## config.mk

```make
export PLATFORM = sky130hd
export DESIGN_NAME = htta_slot_eval
export DESIGN_NICKNAME = d
export VERILOG_FILES = /design/src/hdl/htta_pkg.sv /design/src/hdl/htta_slot_eval.sv
export SDC_FILE = /design/constraint.sdc
export NUM_CORES = 1
export LEC_CHECK = 0
export BUFFER_PORTS_ARGS = -buffer_cell sky130_fd_sc_hd__buf_4
export CORE_MARGIN = 5
export CORE_UTILIZATION = 52
export DETAILED_ROUTE_END_ITERATION = 7
export PLACE_DENSITY = 0.94
export SLEW_MARGIN = 5
export SYNTH_ARGS = -nofsm -noshare
export SYNTH_HDL_FRONTEND = slang
export SYNTH_SLANG_ARGS = --single-unit
```

## constraint.sdc

```tcl
create_clock -name vclk -period 6.7
set_input_delay 0.335 -clock vclk [all_inputs]
set_output_delay 0.335 -clock vclk [all_outputs]
set_load 0.005 [all_outputs]
```

## src/hdl/htta_pkg.sv

```systemverilog
// Types and codes shared by the handle table and its slot evaluation unit.
package htta_pkg;

    localparam logic [2:0] OP_TICK   = 3'd0;
    localparam logic [2:0] OP_CREATE = 3'd1;
    localparam logic [2:0] OP_GET    = 3'd2;
    localparam logic [2:0] OP_DELETE = 3'd3;
    localparam logic [2:0] OP_LIST   = 3'd4;

    localparam logic [1:0] ST_OK      = 2'd0;
    localparam logic [1:0] ST_FULL    = 2'd1;
    localparam logic [1:0] ST_UNKNOWN = 2'd2;
    localparam logic [1:0] ST_EMPTY   = 2'd3;

    typedef struct packed {
        logic [2:0]  opcode;
        logic [15:0] req_timeout;
        logic [31:0] req_id;
    } htta_in_t;

    typedef struct packed {
        logic [1:0]  result_status;
        logic [31:0] result_id;
        logic        result_one_off;
        logic [15:0] result_timeout;
        logic        last_of_run;
    } htta_out_t;

    typedef struct packed {
        logic [31:0] id;
        logic        one_off;
        logic [15:0] timeout;
        logic [31:0] accessed_at;
    } htta_entry_t;

    typedef struct packed {
        logic kill;
        logic alive;
        logic id_hit;
    } htta_eval_t;

endpackage

```

## src/hdl/htta_slot_eval.sv

```systemverilog
// Shared compare unit: ages one table entry and matches it against the requested id.
module htta_slot_eval import htta_pkg::*; (
    input  logic        slot_valid,
    input  htta_entry_t entry,
    input  logic [31:0] now_seconds,
    input  logic [31:0] req_id,
    output htta_eval_t  result
);

    logic [31:0] idle;

    assign idle = now_seconds - entry.accessed_at;

    always_comb begin
        result.kill   = slot_valid && !entry.one_off && (idle > {16'd0, entry.timeout});
        result.alive  = slot_valid && !result.kill;
        result.id_hit = result.alive && (entry.id == req_id);
    end

endmodule

```

==> results by group <==
Floorplan
  – Die height: 83.0 um
  – Initial core utilization: 0.539
  – # rows: 26
  – Core ar.: 0.00514 mm^2
  – Chip Width: 83.0 um
  – I/O pin count: 149
  – Die area: 0.00689 mm^2

GRT
  – Total GRT Usage: 0.273
  – Initial antenna violation count: 0
  – Vias in the first global route: 3649
  – Largest net degree at the start of global routing: 12
  – First-pass GRT wire length: 16400 um
  – Grt ovf: 0

Route
  – DRT Wirelength: 10000 um
  – 1st-iter DRT viols: 226
  – Drt pass-1 iters: 5
  – Mean routed wirelength per cell: 16.0 um
  – DR DRC count: 0
  – Via count: 3641
  – Final ANT Viol Nets: 0
  – DR vias/cell: 5.82

Finish
  – Share of cells above drive strength 1: 0.288
  – Area delta synth->final: 43.0%
  – # diodes: 0
  – NumNets Final: 752
  – FF/Latch Area: 0 um^2
  – Commonest non-fill, non-tap cell in the layout: buf_4
  – Most frequent cells in the layout: buf_4 (149), inv_1 (55), a21oi_1 (49)
  – Fillers: 414
  – Layout clock buffer count: 0
  – Sequential cell count: 0

Yosys
  – Synthesized Nets: 604
  – Synth Instances: 410
  – Count of different cell masters after synthesis: 54
  – Synth warn: 0
  – Syn Std Cell Area: 0.00277 mm^2
  – Register area share after synthesis: 0
  – Post-Syn Area per Cell: 6.76 um^2

Min path
  – Hold WC Path Type: in2out
  – Start point of the worst hold path: slot_valid

Timing
  – Tmin final: 4.63 ns
  – Final-report setup violation count: 0
  – TNS Setup: 0 ns
  – Tcrit/Tclk final: 0.692
  – Hold Vio Cnt, Final: 0
  – Rel. slew slack: 0.689
  – RSZ-0062 raised after global routing: no
  – Pins Over Slew Limit: 0
  – Worst hold slack: 0.984 ns
  – Peak Freq: 216 MHz
  – Worst Tran Pin Value: 0.463 ns

Pwr
  – Max VDD drop: 51.4 uV
  – PwrDens: 87.6 mW/mm^2
  – Leak pwr: 1.96 nW

Worst setup path
  – Startpoint types: input port
  – CP required: 6.36 ns
  – Crit. Startpoint: entry[6]
  – Max FO, Critical Path: 6
  – Critical path's largest stage delay: 0.53 ns
  – Crit path arrival time: 4.30 ns
  – Slowest stage cell, crit path: or4_1
  – Nature of the critical path endpoint: primary output
  – Critical path class: in2out
  – CP cell instances: buf_4 -> inv_1 -> ha_1 -> a21o_1 -> a211oi_2 -> a21boi_1 -> nor3_2 -> o21ai_0 -> xor2_1 -> ha_1 -> nand4_1 -> or4_1 -> o21ai_0 -> o2111ai_1 -> nor4_2 -> a41oi_1 -> and2_1 -> buf_4

Place
  – I/O Buffers: 149
  – Dpl hpwl: 9100 um
  – Routability Congestion: 0.959

CTS
  – CTS hold repair buffers: 0
  – Post-CTS setup buffer count: 0
  – Number of gates resized after CTS: 0

Flow run
  – MaxCap Viol Count: 0

Outcome
  – Status: completed
-- synthesized netlist by cell type (4+ instances only) --
master	n	area [um^2]
a21boi_0	4	30.0
a21o_1	6	45.0
a21oi_1	49	245
a31oi_1	5	31.3
ha_1	47	588
inv_1	55	206
nand2_1	34	128
nand2b_1	7	43.8
nand3_1	10	50.1
nand4_1	15	93.8
nor2_1	22	82.6
nor3_1	5	25.0
nor4_1	4	25.0
o211ai_1	11	82.6
o21ai_0	20	100
o21ai_1	7	35.0
xnor2_1	47	412
xor2_1	7	61.3
-- worst paths after layout --
path,endpoint,slack [ns],depth (start not counted)
worst max-delay path,result[2],2.07,18
worst min-delay path,result[2],0.98,3
-- report_power, final --
part / internal [W] / total [W] / switching, W
clock network: 0 / 0 / 0
registers: 0 / 0 / 0
logic: 0.000168 / 0.000347 / 0.000179
total: 0.000168 / 0.000347 / 0.000179
-- layout make-up --
type,instances,area (um^2),area share
Inverter,55,206,0.0521
Tap cell,70,87.6,0.0221
Timing Repair Buffer,149,1120,0.282
Multi-Input combinational cell,352,2550,0.644
-- metrics by stage --
step	power [W]	worst slack [ns]	instance area [um^2]	instances	util
global route	0.000383	1.79	3960	626	0.771
finish	0.000347	2.07	3960	626	0.771
CTS	0.000342	2.13	3960	626	0.771
floorplan	0.000215	2.74	2770	410	-
global placement	0.000328	2.28	3960	626	0.771
detailed placement	0.000340	2.14	3960	626	0.771
-- cells by family (layout without fill, tap and decap cells) --
family                   count (synthesis)  count (layout)  share of synthesized area
AO/OA/AOI/OAI                          129             129                      0.294
AND/OR/NAND/NOR                        118             118                      0.225
buffers and inverters                   58             204                     0.0795
XOR/XNOR                                54              54                      0.171
adder cells (fa/ha/maj)                 48              48                      0.220
multiplexers                             3               3                     0.0117
-- per-layer routing --
metal | track usage | wire (um)
met5 | 0 | 0
met3 | 0.0356 | 682
met2 | 0.515 | 5210
met4 | 0.0758 | 272
met1 | 0.318 | 3870
-- critical path, delay by kind of cell --
family,cells,cell delay (ns)
adders and majority gates,2,0.69
xor gates and xnor gates,1,0.18
buffers and inverters,3,0.24
AOI/OAI and AO/OA,7,1.30
and+or+nand+nor,5,1.55
(Power assumes the default switching activity.)
